[config.mk]
export PLATFORM = sky130hd
export DESIGN_NAME = nckl_front_flat
export DESIGN_NICKNAME = d
export VERILOG_FILES = /design/src/hw/rtl/nckl_pkg.sv /design/src/hw/rtl/nckl_if.sv /design/src/hw/rtl/nckl_front.sv /design/src/flat_wrapper.sv
export SDC_FILE = /design/constraint.sdc
export NUM_CORES = 1
export LEC_CHECK = 0
export BUFFER_PORTS_ARGS = -buffer_cell sky130_fd_sc_hd__buf_2
export CORE_ASPECT_RATIO = 1.4
export CORE_MARGIN = 2
export CORE_UTILIZATION = 45
export CTS_BUF_LIST = sky130_fd_sc_hd__clkbuf_8 sky130_fd_sc_hd__clkbuf_16
export DETAILED_ROUTE_END_ITERATION = 10
export PLACE_DENSITY = 0.7
export SYNTH_ARGS = -nofsm -noshare
export SYNTH_HDL_FRONTEND = slang
export SYNTH_SLANG_ARGS = --single-unit
[constraint.sdc]
create_clock -name clock -period 26.7 [get_ports clock]
set_input_delay 4.005 -clock clock [delete_from_list [all_inputs] [get_ports clock]]
set_output_delay 4.005 -clock clock [all_outputs]
set_load 0.05 [all_outputs]
[src/hw/rtl/nckl_pkg.sv]
`default_nettype none
package nckl_pkg;

   // table sizes
   localparam int CODEPOINT_LIMIT = 1114113;
   localparam int BUCKET_COUNT    = 4096;
   localparam int ENTRY_COUNT     = 8192;

   // field widths
   localparam int CP_W      = 21;
   localparam int CODE_W    = 12;
   localparam int KEY_W     = 64;
   localparam int KEY_HI_W  = 42;
   localparam int VALUE_W   = 32;
   localparam int COUNT_W   = 7;
   localparam int BB_W      = 4;
   localparam int START_W   = 14;
   localparam int SHIFT_W   = 7;
   localparam int HASH_MW   = 16;
   localparam int CHAR_AW   = $clog2(CODEPOINT_LIMIT);
   localparam int BKT_AW    = $clog2(BUCKET_COUNT + 1);
   localparam int ENT_AW    = $clog2(ENTRY_COUNT);
   localparam int ENT_DW    = KEY_W + VALUE_W + COUNT_W;
   localparam int QUEUE_DEPTH = 2;

   // mode codes
   localparam logic [1:0] MODE_LD_CODE   = 2'd0;
   localparam logic [1:0] MODE_LD_BUCKET = 2'd1;
   localparam logic [1:0] MODE_LD_ENTRY  = 2'd2;
   localparam logic [1:0] MODE_QUERY     = 2'd3;

   // splitmix64 finaliser constants
   localparam logic [63:0] MIX_C1 = 64'hbf58476d1ce4e5b9;
   localparam logic [63:0] MIX_C2 = 64'h94d049bb133111eb;

   typedef enum logic [2:0] {
      OP_NOP,
      OP_LD_CODE,
      OP_LD_BUCKET,
      OP_LD_ENTRY,
      OP_QUERY
   } op_type;

   typedef struct packed {
      op_type                op;
      logic [CP_W-1:0]       index;
      logic [KEY_W-1:0]      key_lo;
      logic [KEY_HI_W-1:0]   key_hi;
      logic [VALUE_W-1:0]    value;
      logic [COUNT_W-1:0]    count;
   } queue_item_type;

   typedef struct packed {
      logic           valid;
      queue_item_type item;
   } queue_head_type;

   typedef enum logic [3:0] {
      BK_CLEAR,
      BK_IDLE,
      BK_PACK_RD,
      BK_PACK_WT,
      BK_HASH_WT,
      BK_DIR_A,
      BK_DIR_B,
      BK_DIR_C,
      BK_SCAN_RD,
      BK_SCAN_WT,
      BK_DONE
   } back_state_type;

   typedef enum logic [2:0] {
      MIX_IDLE,
      MIX_M0,
      MIX_M1,
      MIX_M2,
      MIX_DONE
   } mix_state_type;

endpackage
`default_nettype wire

[src/hw/rtl/nckl_if.sv]
`default_nettype none
interface nckl_req_if;
   logic        valid;
   logic        ready;
   logic [1:0]  mode;
   logic [20:0] index;
   logic [63:0] key_lo;
   logic [41:0] key_hi;
   logic [31:0] load_value;
   logic [6:0]  load_count;
   modport source (output valid, mode, index, key_lo, key_hi, load_value, load_count,
                   input ready);
   modport sink (input valid, mode, index, key_lo, key_hi, load_value, load_count,
                 output ready);
endinterface

`default_nettype wire

[src/hw/rtl/nckl_front.sv]
`default_nettype none
module nckl_front
   import nckl_pkg::*;
(
   input  wire logic    clock,
   input  wire logic    reset,
   nckl_req_if.sink     req_chan,
   input  wire logic    clearing,
   input  wire logic    pop,
   output queue_head_type head
);
   queue_item_type slot_ff [QUEUE_DEPTH];
   logic           wr_ptr_ff, wr_ptr_in;
   logic           rd_ptr_ff, rd_ptr_in;
   logic [1:0]     cnt_ff, cnt_in;
   logic           push;
   queue_item_type item;

   // classify the incoming item, out-of-range loads become no-ops
   always_comb begin
      item.index  = req_chan.index;
      item.key_lo = req_chan.key_lo;
      item.key_hi = req_chan.key_hi;
      item.value  = req_chan.load_value;
      item.count  = req_chan.load_count;
      unique case (req_chan.mode)
         MODE_LD_CODE: begin
            item.op = (req_chan.index < CP_W'(CODEPOINT_LIMIT)) ? OP_LD_CODE : OP_NOP;
         end
         MODE_LD_BUCKET: begin
            item.op = (req_chan.index <= CP_W'(BUCKET_COUNT)) ? OP_LD_BUCKET : OP_NOP;
         end
         MODE_LD_ENTRY: begin
            item.op = (req_chan.index < CP_W'(ENTRY_COUNT)) ? OP_LD_ENTRY : OP_NOP;
         end
         MODE_QUERY: begin
            item.op = OP_QUERY;
         end
         default: begin
            item.op = OP_NOP;
         end
      endcase
   end

   // queue control
   assign req_chan.ready = (cnt_ff != 2'(QUEUE_DEPTH)) && !clearing;
   assign push = req_chan.valid && req_chan.ready;
   assign head.valid = (cnt_ff != 2'd0);
   assign head.item  = slot_ff[rd_ptr_ff];

   always_comb begin
      wr_ptr_in = push ? !wr_ptr_ff : wr_ptr_ff;
      rd_ptr_in = pop ? !rd_ptr_ff : rd_ptr_ff;
      cnt_in    = cnt_ff + 2'(push) - 2'(pop);
   end

   always_ff @(posedge clock) begin
      if (reset) begin
         wr_ptr_ff <= 1'b0;
         rd_ptr_ff <= 1'b0;
         cnt_ff    <= 2'd0;
      end else begin
         wr_ptr_ff <= wr_ptr_in;
         rd_ptr_ff <= rd_ptr_in;
         cnt_ff    <= cnt_in;
      end
   end

   // queue storage
   always_ff @(posedge clock) begin
      if (push) begin
         slot_ff[wr_ptr_ff] <= item;
      end
   end

   a_queue_bound: assert property (@(posedge clock) disable iff (reset)
      cnt_ff <= 2'(QUEUE_DEPTH)) else $error("queue overfilled");
endmodule
`default_nettype wire

[src/flat_wrapper.sv]
// flat-port wrapper written by rule: the top's interface ports become plain ports
module nckl_front_flat import nckl_pkg::*;
  (clock, reset, clearing, pop, head, req_chan_valid, req_chan_mode, req_chan_index, req_chan_key_lo, req_chan_key_hi, req_chan_load_value, req_chan_load_count, req_chan_ready);
  nckl_req_if req_chan_i ();
  input  wire logic clock;
  input  wire logic reset;
  input  wire logic clearing;
  input  wire logic pop;
  output queue_head_type head;
  input wire logic [$bits(req_chan_i.valid)-1:0] req_chan_valid;
  input wire logic [$bits(req_chan_i.mode)-1:0] req_chan_mode;
  input wire logic [$bits(req_chan_i.index)-1:0] req_chan_index;
  input wire logic [$bits(req_chan_i.key_lo)-1:0] req_chan_key_lo;
  input wire logic [$bits(req_chan_i.key_hi)-1:0] req_chan_key_hi;
  input wire logic [$bits(req_chan_i.load_value)-1:0] req_chan_load_value;
  input wire logic [$bits(req_chan_i.load_count)-1:0] req_chan_load_count;
  output wire logic [$bits(req_chan_i.ready)-1:0] req_chan_ready;
  assign req_chan_i.valid = req_chan_valid;
  assign req_chan_i.mode = req_chan_mode;
  assign req_chan_i.index = req_chan_index;
  assign req_chan_i.key_lo = req_chan_key_lo;
  assign req_chan_i.key_hi = req_chan_key_hi;
  assign req_chan_i.load_value = req_chan_load_value;
  assign req_chan_i.load_count = req_chan_load_count;
  assign req_chan_ready = req_chan_i.ready;
  nckl_front u_core (.clock(clock), .reset(reset), .req_chan(req_chan_i), .clearing(clearing), .pop(pop), .head(head));
endmodule
# Word level (Yosys, flattened, before mapping)
# Memory sizes are Yosys's and may differ from the RTL's. A register that Yosys moved wholly into a read port is not among the register bits.
# Index checks and enable logic that the tools add are counted.
# word_totals
wordCells,28
n_memories,1
input_bits,173
ramBits,338
reg_bits,4
# mem_list
memory,depth,word_bits,rd,rd_ports_with_merged_regs,wr,line_no,source
u_core.slot_ff,2,169,1,1,1,nckl_front.sv:12,queue_item_type slot_ff [QUEUE_DEPTH];
# op_classes
n_lt_le_gt_ge,3
n_addsub,2
mux,8
n_eq_ne,4
reduce_logical,7
# op_table
op,count
21-bit by 13-bit <= comparator with 1-bit output (second input constant),1
21-bit by 14-bit less-than comparator with 1-bit output (second input constant),1
21-bit less-than comparator (second input constant),1
3-bit one-hot mux with 4 select lines,1
1-bit two-way mux,5
2-bit equality test (second input constant),2
2-bit two-way mux,2
1-bit zero test,3
2-bit by 1-bit adder with 2-bit output,1
2-bit by 1-bit equality test with 1-bit output (second input constant),1
1-bit logical AND,2
2-bit zero test,1
2-bit inequality test (second input constant),1
2-bit nonzero test,1
2-bit by 1-bit subtractor with 2-bit output,1

# Longest topological paths before layout
# Gate-level depths: netlist (run 1).
# logic_depth
ltp_word,5
depth_mapped,7
depth_no_buf,7

# Least setup slack after synthesis (run 1)
# No wires, ideal clock.
# synth_timing
kind,input-to-reg
startpoint,input clearing
endpoint,"memory u_core.slot_ff[0][0] (netlist bit), enable pin"
required_ps,25979
setup_ps,721
path_slack_ps,14211
n_path_buf,0
t_arrival_ps,11768
stages,2
cell_sequence,a211oi_2 > nor2b_1
# synth_via
elab_chain_len,5
# synth_lines
element,line_no,source
from (decl),flat_wrapper.sv:7,input wire logic clearing;
1-bit zero test,nckl_front.sv:46,assign req_chan.ready = (cnt_ff != 2'(QUEUE_DEPTH)) && !clearing;
1-bit logical AND,nckl_front.sv:46,
1-bit logical AND,nckl_front.sv:47,assign push = req_chan.valid && req_chan.ready;
1-bit two-way mux,nckl_front.sv:71,if (push) begin
1-bit two-way mux (not written as such),nckl_front.sv:72,slot_ff[wr_ptr_ff] <= item;
to (decl),nckl_front.sv:12,
# No other way between the ends.

# Worst setup path in the final report (run 1)
# layout_timing
startpoint,input clearing
endpoint,output req_chan_ready
# layout_via
elab_chain_len,2
# layout_lines
element,line_no,source
1-bit zero test,nckl_front.sv:46,
1-bit logical AND,nckl_front.sv:46,
to (decl),flat_wrapper.sv:17,output wire logic [$bits(req_chan_i.ready)-1:0] req_chan_ready;
# No other way between the ends.

==> metrics.md, run 1 <==
| Metric | Value |
|---|---|
| P&R area growth vs syn | `24.7%` |
| Placer Congestion | `~0.74` |
| Worst-margin pin slew | `1.07 ns` |
| Layout Skew | `0.0116 ns` |
| Die Height | `~200 µm` |
| Power density over the cells | `81.2 nW/µm²` |
| Min-Delay Path Class | `reg -> reg` |
| Worst-path cell chain | `buf_2, a21oi_1, buf_2` |
| Post-CTS sizing | `0` |
| Slew Limit Fails | `0` |
| Clock slew at reported path FFs | `0.06 ns` |
| Nets | `1105` |
| Worst Path Max Fanout | `2` |
| RSZ-0062 raised after global routing | `no` |
| Remaining Overflow, GRT | `0` |
| CP endpoint kind | `primary output` |
| Peak VDD IR | `0.0669 mV` |
| Leakage power | `0.00572 µW` |
| CP dominant cell by count | `buf_2` |
| Setup WS pre-CTS | `18.20 ns` |
| Placed insts | `1267` |
| DR vias | `about 6400` |
| Synth unique cells | `24` |
| Setup TNS | `0 ns` |
| Final Hold Fails | `0` |
| Vias in the first global route | `6732` |
| Post-Syn Area | `12500 µm²` |
| Worst path max stage delay | `~0.27 ns` |
| CTS Buf Count | `31` |
| Top cell type's share of synthesized area | `about four fifths` |
| Post-Syn Area per Cell | `22.0 µm²` |
| Run status | `finished, final reports clean` |
| Mapped Nets | `between 700 and 800` |
| Clock sink total | `343` |
| H-tree levels | `1` |
| Max clock buf depth | `3` |
| EDFF count, synth | `338` |
| Largest net degree at the start of global routing | `78` |
| Synth async-reset ratio | `0%` |
| Fmax | `0.118 GHz` |
| Antenna Violating Nets Remaining | `0` |
| Seq/Total Area, Yosys | `82.0%` |
| Fill cells | `2200` |
| Min cycle time layout | `8.49 ns` |
| GRT Resource Usage Total | `16.3%` |
| Synth Register Bits | `343` |
| PnR worst setup slack | `18.21 ns` |
| CTS tree | `done` |
| Power, Total | `1260 µW` |
| Area contributors post-synth | `edfxtp_1 81%, mux2_2 15%, dfxtp_1 0.80%` |
| Initial antenna violation count | `6` |
| 1st-iter DRT viols | `292` |
| DRC viols | `0` |
| IO Port Bufs | `343` |
| Ports | `344` |
| Clk root buf | `clkbuf_16` |
| Post-route insts no fill | `between 1000 and 1500` |
| Initial Util | `45.5%` |
| Drt total wl | `between 20000 and 25000 µm` |
| Wire length per cell | `18.5 µm` |
| Area leader, netlist | `edfxtp_1` |
| Crit-path slowest cell | `buf_2` |
| Vias/cell | `4.86` |
| Most numerous cell in the Yosys netlist | `edfxtp_1` |
| # Post-CTS Setup Buffers | `0` |
| Die area | `29100 µm²` |
| Rel. slew slack | `28.9%` |
| Ys flop type | `edfxtp_1` |
| Max-Cap Viols | `0` |
| Data arrival, critical path | `~4.5 ns` |
| First-pass GRT wire length | `approximately 36000 µm` |
| DRT Pass-1 Iters | `4` |
| Die W | `145 µm` |
| Cts hold-fix bufs | `0` |
| Layout cells sized above 1 | `60.0%` |
| Hpwl dp | `16300 µm` |
| CP startpoint kind | `input port` |
| Number of synthesis warnings | `0` |
| Crit path kind | `in -> out` |
| Most instantiated cells after synthesis | `338 x edfxtp_1, 169 x mux2_2, 18 x buf_2` |
| Final Cycle Share | `between 30% and 40%` |
| Row count | `between 70 and 80` |
| Critical Path RT | `around 23 ns` |
| Final setup fails | `0` |
| Core area | `27500 µm²` |
| Worst-Skew Late Latency | `about 0.56 ns` |
| Cells after Synth | `567` |
where the power goes:
part | total, µW | leakage, µW | switching, µW | internal, µW
clock | 410 | 0.000466 | 181 | 228
sequential | 637 | 0.00313 | 9.42 | 628
combinational | 217 | 0.00212 | 158 | 59.6
total | 1260 | 0.00572 | 348 | 916
cell families after synthesis:
| group | share of synthesized area, % |
|---|---|
| adders and majority gates | 0.200 |
| DFF | 82.0 |
| muxes | 15.2 |
| and+or+nand+nor | 0.941 |
| AOI/OAI and AO/OA | 0.441 |
| buffers and inverters | 0.871 |
| xor gates and xnor gates | 0.280 |
placed cells by master, fill, tap and decap left out, types with 2 or more instances in the layout:
master / instances
buf_2: 343
edfxtp_1: 338
mux2_2: 169
clkbuf_16: 31
clkinv_2: 10
clkinv_1: 7
buf_4: 6
diode_2: 5
nor2_1: 5
inv_1: 4
dfxtp_1: 4
nor4_1: 3
a21oi_1: 3
xnor2_1: 3
nor2b_1: 2
nor3_1: 2
ha_1: 2
clkinvlp_4: 2
bufinv_16: 2
metrics by stage:
stage          utilization (%)  cell area (µm²)  hold WS [ns]
6_report                  56.7            15600         0.516
5_1_grt                   56.7            15600         0.546
3_5_place_dp              53.3            14600         0.502
3_3_place_gp              53.3            14600         0.492
2_1_floorplan                -            12500         0.480
4_1_cts                   56.7            15600         0.519
path summary, 6_finish.rpt:
kind | to | depth (start not counted) | slack (ns) | startpoint
worst max-delay path | req_chan_ready | 3 | 18.21 | clearing
worst min-delay path | flop | 2 | 0.52 | u_core.rd_ptr_ff$_SDFFE_PP0P_
worst max register to register | u_core.slot_ff[0][133]$_DFFE_PP_ | 4 | 23.92 | u_core.cnt_ff[0]$_SDFF_PP0_
worst min register to register | flop | 2 | 0.52 | u_core.rd_ptr_ff$_SDFFE_PP0P_
worst max-delay path: cells and delay by family:
kind | cells | cell delay [ns]
buffers and inverters | 2 | 0.38
AOI/OAI and AO/OA | 1 | 0.10
layer usage:
| metal | track usage, % | part of all wire, % | routed length [µm] | vias to the layer above |
|---|---|---|---|---|
| li1 | - | - | - | 2985 |
| met5 | 0 | 0.029 | 7 | - |
| met2 | 30.0 | 54 | 13300 | 251 |
| met4 | 6.83 | 3.5 | 856 | 2 |
| met1 | 17.2 | 34 | 8390 | 3147 |
| met3 | 4.33 | 7.9 | 1920 | 51 |
layout make-up:
| class | instances | area [µm²] | area share, % |
|---|---|---|---|
| antenna | 5 | 12.5 | 0.0803 |
| multi-input combinational | 202 | 2150 | 13.8 |
| tap | 370 | 463 | 2.97 |
| inverter | 3 | 11.3 | 0.0723 |
| sequential | 343 | 10300 | 65.8 |
| timing repair buffer | 349 | 1760 | 11.3 |
| clock inverter | 22 | 155 | 0.996 |
| clock buffer | 31 | 776 | 4.98 |
state kept, by name, summed over array words and instances, names as in the netlist, named ones only:
name              cells
u_core.slot_ff      338
u_core.cnt_ff         2
u_core.rd_ptr_ff      1
u_core.wr_ptr_ff      1
Note: power is estimated with default switching activity, not from simulation.
==> run 2: changes to the inputs <==
ABC_AREA = 1   (was not set)
clock period = 8.09 ns   (was 26.7 ns; I/O delays follow)
==> metrics.md, run 2 <==
| Metric | Value |
|---|---|
| Clk root buf | `clkbuf_16` |
| DRC viols | `0 (unchanged)` |
| Most numerous cell in the Yosys netlist | `edfxtp_1` |
| Synth Register Bits | `343 (unchanged)` |
| Wire length per cell | `18.2 µm (-1.7%)` |
| Largest regs | `u_core.slot_ff x338, u_core.cnt_ff x2` |
| Post-Syn Area per Cell | `21.7 µm² (-1.4%)` |
| Final Hold Fails | `0 (unchanged)` |
| RSZ-0062 raised after global routing | `no` |
| Max reg flops | `338 (unchanged)` |
| Cts hold-fix bufs | `0 (unchanged)` |
| Hpwl dp | `16200 µm (-0.63%)` |
| EDFF count, synth | `338 (unchanged)` |
| # Post-CTS Setup Buffers | `0 (unchanged)` |
| Worst-Skew Late Latency | `0.51 ns (-0.05 ns)` |
| Vias in the first global route | `6648 (-1.2%)` |
| Power density over the cells | `268 nW/µm² (+230%)` |
| Setup WS pre-CTS | `4.15 ns (-14.05 ns)` |
| Largest net degree at the start of global routing | `119 (+53%)` |
| 1st-iter DRT viols | `305 (+4.5%)` |
| Setup TNS | `0 ns (unchanged)` |
| Post-route insts no fill | `1366 (+3.1%)` |
| Ys flop type | `edfxtp_1` |
| Area leader, netlist | `edfxtp_1` |
| Layout Skew | `0.0118 ns (+0.000139 ns)` |
| Most instantiated cells after synthesis | `338 x edfxtp_1, 101 x mux2_4, 68 x mux2_2` |
| Drt total wl | `24800 µm (+1.3%)` |
| Compound-gate portion of the synthesized area | `0.115% (-0.33 points)` |
| Register area | `10300 µm² (unchanged)` |
| Fmax | `0.241 GHz` |
| P&R area growth vs syn | `24.9%` |
| DRT met1 WL | `9130 µm (+8.9%)` |
| Leakage power | `0.00631 µW (+10%)` |
| Most frequent cells in the layout | `343 x buf_2, 338 x edfxtp_1, 101 x mux2_4, 68 x mux2_2, 37 x clkbuf_16` |
| Fill cells | `2178 (-1.0%)` |
| Met3 wire length | `2290 µm (+19%)` |
| Seq/Total Area, Yosys | `78.8% (-3.3 points)` |
| GRT Resource Usage Total | `15.8% (-0.54 points)` |
| Ports | `344 (unchanged)` |
| Area contributors post-synth | `edfxtp_1 78%, mux2_4 12%, mux2_2 5.9%` |
| Worst Path Max Fanout | `118 (+116)` |
| CTS Buf Count | `34 (+9.7%)` |
| Post-Syn Area | `13000 µm² (+4.2%)` |
| CTS tree | `done` |
| Remaining Overflow, GRT | `0 (unchanged)` |
| Worst-margin pin slew | `1.16 ns (+0.0958 ns)` |
| Vias/cell | `4.81 (-0.94%)` |
| Final setup fails | `0 (unchanged)` |
| CP endpoint kind | `primary output` |
| Wire length on met2 | `12800 µm (-3.5%)` |
| Slew Limit Fails | `0 (unchanged)` |
| Synth async-reset ratio | `0% (unchanged)` |
| Die Height | `205 µm (+2.0%)` |
| Initial antenna violation count | `7 (+1)` |
| Share of synthesized cell area in and, or, nand and nor gates | `1.39% (+0.45 points)` |
| Initial Util | `45.8% (+0.34 points)` |
| IO Port Bufs | `343 (unchanged)` |
| Layout cells sized above 1 | `57.6% (-2.4 points)` |
| Synth unique cells | `17 (-29%)` |
| H-tree levels | `2 (+1)` |
| Max Used Layer | `met5` |
| DR vias | `6573 (+2.1%)` |
| Clock slew at reported path FFs | `0.06 ns (about the same)` |
| Crit path kind | `reg -> out` |
| Power, Total | `4360 µW (+240%)` |
| Rel. slew slack | `22.5% (-6.4 points)` |
| Placer Congestion | `0.734 (-0.65%)` |
| Area occupied by multi-input gates | `2530 µm² (+18%)` |
| Max-Cap Viols | `0 (unchanged)` |
| Core area | `28400 µm² (+3.4%)` |
| Die area | `30300 µm² (+4.1%)` |
| Post-CTS sizing | `0 (unchanged)` |
| Top cell type's share of synthesized area | `78.0% (-3.2 points)` |
| Final Cycle Share | `between 50 and 60%` |
| Max clock buf depth | `3 (unchanged)` |
| Nets | `1138 (+3.0%)` |
| Data arrival, critical path | `2.94 ns (-1.55 ns)` |
| Clock sink total | `343 (unchanged)` |
| Run status | `finished, final reports clean` |
| Commonest non-fill, non-tap cell in the layout | `buf_2` |
| Mapped Nets | `774 (+4.3%)` |
| Min cycle time layout | `approximately 4.1 ns` |
| CP startpoint kind | `flop` |
| DRT Pass-1 Iters | `4 (unchanged)` |
| Critical Path RT | `6.88 ns (-15.81 ns)` |
| Peak VDD IR | `0.241 mV (+260%)` |
| Row count | `73 (+1.4%)` |
| Die W | `148 µm (+2.0%)` |
| Number of synthesis warnings | `0 (unchanged)` |
| First-pass GRT wire length | `36100 µm (-0.80%)` |
| Placed insts | `1302 (+2.8%)` |
| Min-Delay Path Class | `reg -> reg` |
| Cells after Synth | `599 (+5.6%)` |
| Antenna Violating Nets Remaining | `0 (unchanged)` |
| Fraction of the mapped netlist area in adder cells | `0.192% (-0.0080 points)` |
| XOR/XNOR Fraction of Synth Area | `0.135% (-0.15 points)` |
| Reg with most FFs | `u_core.slot_ff` |
| Largest family of logic cells by synthesized area | `multiplexers` |
| PnR worst setup slack | `3.94 ns (-14.27 ns)` |
| Mux share of post-synthesis cell area | `17.5% (+2.3 points)` |
==> run 2: changes by cell type after synthesis, sizes merged, moves of 3 or more <==
cell,before,now
nand2,0,17
nor2,5,21
inv,3,16
nand3,1,4
nor2b,3,0
nor4,3,0
==> run 2: kinds of logic after synthesis <==
group | count (synthesis)
buffers and inverters | 35
DFF | 343
xor gates and xnor gates | 2
AOI/OAI and AO/OA | 3
muxes | 169
adders and majority gates | 2
and+or+nand+nor | 45
==> run 2: final timing paths <==
path / from / to / slack [ns] / cells past startpoint
worst max-delay path: flop / head[151] / 3.94 / 3
worst min register to register: u_core.wr_ptr_ff$_SDFFE_PP0P_ / u_core.wr_ptr_ff$_SDFFE_PP0P_ / 0.48 / 2
worst min-delay path: u_core.wr_ptr_ff$_SDFFE_PP0P_ / u_core.wr_ptr_ff$_SDFFE_PP0P_ / 0.48 / 2
worst max register to register: u_core.cnt_ff[0]$_SDFF_PP0_ / u_core.slot_ff[0][81]$_DFFE_PP_ / 5.09 / 7
==> run 2: metal layers <==
metal  vias up  track usage (%)
li1       3062                -
met1      3193             17.7
met2       269             27.7
met3        41             5.99
met4         8             5.05
met5         -                0
==> run 2: metrics by stage <==
| step | utilization [%] | area, µm² | hold slack [ns] |
|---|---|---|---|
| 5_1_grt | 57.2 | 16200 | 0.512 |
| 2_1_floorplan | - | 13000 | 0.439 |
| 4_1_cts | 57.2 | 16200 | 0.486 |
| 3_3_place_gp | 53.1 | 15100 | 0.457 |
| 3_5_place_dp | 53.1 | 15100 | 0.477 |
| 6_report | 57.2 | 16300 | 0.483 |
==> run 2: cell type report <==
class / count / area share, %
clock inverters: 24 / 1.50
inverters: 16 / 0.400
well taps: 375 / 2.89
diodes: 3 / 0.0462
multi-input cells: 221 / 15.6
flip-flops and latches: 343 / 63.1
clock buffers: 37 / 5.70
repair buffers: 347 / 10.8
==> run 2: where the power goes <==
group / internal, µW / switching [µW]
clock: 985 / 620
combinational: 214 / 466
sequential: 2040 / 29.3
total: 3240 / 1120
==> run 2: worst max-delay path, stage by stage, from the launching register on <==
cell	delay [ns]
dfxtp_4	0.87
buf_12	0.46
mux2_4	0.31
buf_2	0.28
==> run 3: changes to the inputs <==
clock period = 4.2 ns   (was 8.09 ns; I/O delays follow)
==> metrics.md, run 3 (synthesis gave the netlist of run 2 again) <==
| Metric | Value |
|---|---|
| Run status | `finished, final reports clean` |
| Clock sink total | `343 (unchanged)` |
| Drt total wl | `25400 µm (+2.3%)` |
| Layout cells sized above 1 | `57.8% (+0.16 points)` |
| Placer Congestion | `0.785 (+6.9%)` |
| Die Height | `205 µm (unchanged)` |
| Cts hold-fix bufs | `0 (unchanged)` |
| DRC viols | `0 (unchanged)` |
| Logic pwr share | `16.4% (+0.8 points)` |
| Reg with most FFs | `u_core.slot_ff` |
| R2R cell count | `7 (unchanged)` |
| Largest regs | `u_core.slot_ff x338, u_core.cnt_ff x2` |
| CP startpoint kind | `flop` |
| Post-route insts no fill | `1367 (+0.073%)` |
| # Post-CTS Setup Buffers | `0 (unchanged)` |
| Max-Cap Viols | `0 (unchanged)` |
| DR vias | `6577 (+0.061%)` |
| Buf+Inv Stages, Crit Path | `2 (unchanged)` |
| Crit path kind | `reg -> out` |
| Min-Delay Path Class | `in -> reg` |
| Peak VDD IR | `0.397 mV (+65%)` |
| First-pass GRT wire length | `36800 µm (+2.1%)` |
| Vias/cell | `4.81 (about the same)` |
| Clk root buf | `clkbuf_16` |
| Worst Path Max Fanout | `49 (-58%)` |
| Max clock buf depth | `3 (unchanged)` |
| Hold_sp | `req_chan_key_lo[52]` |
| Final setup fails | `0 (unchanged)` |
| Largest net degree at the start of global routing | `118 (-0.84%)` |
| PnR worst setup slack | `1.14 ns (-2.80 ns)` |
| P&R area growth vs syn | `24.0%` |
| Wire length per cell | `18.6 µm (+2.2%)` |
| Initial Util | `45.8% (unchanged)` |
| Data arrival, critical path | `2.43 ns (-0.51 ns)` |
| Die area | `30300 µm² (unchanged)` |
| Leakage power | `0.00623 µW (-1.3%)` |
| Hpwl dp | `17000 µm (+5.2%)` |
| CTS Buf Count | `31 (-8.8%)` |
| Worst path max stage delay | `0.81 ns (-0.06 ns)` |
| Initial antenna violation count | `9 (+2)` |
| DP Area | `15100 µm² (+0.46%)` |
| Min cycle time layout | `3.06 ns` |
| Hold depth | `1 (-1)` |
| Antenna Violating Nets Remaining | `0 (unchanged)` |
| CP delay by family, top | `flip-flops` |
| RSZ-0062 raised after global routing | `no` |
| Cell-internal power | `5870 µW (+81%)` |
| Critical Path RT | `3.57 ns (-3.31 ns)` |
| FF-to-FF End | `u_core.slot_ff[0][142]$_DFFE_PP_` |
| Vias in the first global route | `6895 (+3.7%)` |
| Core area | `28400 µm² (unchanged)` |
| Rel. slew slack | `43.4% (+21 points)` |
| CP endpoint kind | `primary output` |
| Setup TNS | `0 ns (unchanged)` |
| Hold endpoint | `u_core.slot_ff[1][133]$_DFFE_PP_` |
| Commonest non-fill, non-tap cell in the layout | `buf_2` |
| Finished Cell Area | `16100 µm² (-0.71%)` |
| Ports | `344 (unchanged)` |
| Row count | `73 (unchanged)` |
| R2r setup slk | `2.26 ns (-2.83 ns)` |
| Worst-Skew Late Latency | `0.55 ns (+0.04 ns)` |
| H-tree levels | `1 (-1)` |
| Placed insts | `1305 (+0.23%)` |
| Most frequent cells in the layout | `343 x buf_2, 338 x edfxtp_1, 101 x mux2_4, 68 x mux2_2, 31 x clkbuf_16` |
| Crit-path slowest cell | `dfxtp_4` |
| Final Hold Fails | `0 (unchanged)` |
| Slew Limit Fails | `0 (unchanged)` |
| Max reg flops | `338 (unchanged)` |
| Fill cells | `2264 (+3.9%)` |
| CTS tree | `done` |
| Switch Pwr | `2130 µW (+91%)` |
| Flop pwr share | `49.9% (+2.3 points)` |
| DRT Pass-1 Iters | `4 (unchanged)` |
| Remaining Overflow, GRT | `0 (unchanged)` |
| Sw Ratio | `26.6% (+1.0 points)` |
| 1st-iter DRT viols | `291 (-4.6%)` |
| Die W | `148 µm (unchanged)` |
| Crit Reg-Reg Startpoint | `u_core.cnt_ff[0]$_SDFF_PP0_` |
| Worst-path cell chain | `buf_4, mux2_4, buf_2` |
| Layout Skew | `0.0138 ns (+0.00202 ns)` |
| Post-CTS sizing | `0 (unchanged)` |
| GRT Resource Usage Total | `15.8% (+0.055 points)` |
| Nets | `1138 (unchanged)` |
| Setup WS pre-CTS | `1.66 ns (-2.49 ns)` |
| Power, Total | `8000 µW (+84%)` |
| Worst-margin pin slew | `0.849 ns (-0.313 ns)` |
| Power density over the cells | `496 nW/µm² (+85%)` |
| Final Cycle Share | `72.8%` |
| Fmax | `0.327 GHz` |
| Clock slew at reported path FFs | `0.07 ns (about the same)` |
| Clk pwr share | `33.7% (-3.1 points)` |
| IO Port Bufs | `343 (unchanged)` |
run 3: changes by cell type in the layout (fill, tap and decap cells not counted), sizes merged:
cell / change
buf: +3
bufinv: -2
clkbuf: -6
clkinv: +6
clkinvlp: +2
diode: +2
inv: -4
run 3: metal layers:
metal / GRT usage, % / vias to the layer above / part of all wire, %
li1: - / 3051 / -
met1: 16.9 / 3192 / 36
met2: 28.8 / 263 / 53
met3: 4.63 / 63 / 8.1
met4: 7.01 / 8 / 3.5
met5: 0 / - / 0.17
run 3: power by group through the flow:
stage / Clock, µW / Sequential (µW) / Combinational [µW]
final: 2700 / 3990 / 1310
after global routing: 2900 / 4010 / 1370
after CTS: 2780 / 4000 / 1330
after detailed placement: 0 / 4070 / 1330
after global placement: 0 / 4060 / 1310
after floorplan: 0 / 4050 / 1040
run 3: final cells by class:
cell class	count	area (µm²)	share of cell area, %
flip-flops and latches	343	10300	63.5
multi-input cells	221	2540	15.7
repair buffers	350	1820	11.3
clock buffers	31	776	4.81
well taps	375	469	2.91
clock inverters	26	204	1.26
inverters	16	63.8	0.395
diodes	5	12.5	0.0775
run 3: how the worst max path moves through the flow:
stage / cells after the start / slack, ns / from / endpoint
3_5_place_dp: 3 / 1.66 / flop / head[161]
6_report: 3 / 1.14 / flop / head[136]
2_1_floorplan: 3 / 0.08 / clearing / u_core.slot_ff[1][0]$_DFFE_PP_
3_3_place_gp: 3 / 1.67 / flop / head[161]
5_1_grt: 3 / 1.02 / flop / head[83]
4_1_cts: 3 / 1.06 / flop / head[22]
run 3: metrics by stage:
step           util (%)  hold WS [ns]
2_1_floorplan         -         0.439
3_3_place_gp       53.3         0.453
3_5_place_dp       53.3         0.463
4_1_cts            56.8         0.227
5_1_grt            56.8         0.233
6_report           56.8         0.259
run 3: worst reg2reg max path, cell delays in order, from the launching register on:
cell        delay, ns
dfxtp_1          0.33
inv_1            0.08
a21oi_4          0.12
nand2_1          0.13
inv_1            0.10
nand2_1          0.11
clkinvlp_4       0.12
buf_4            0.56
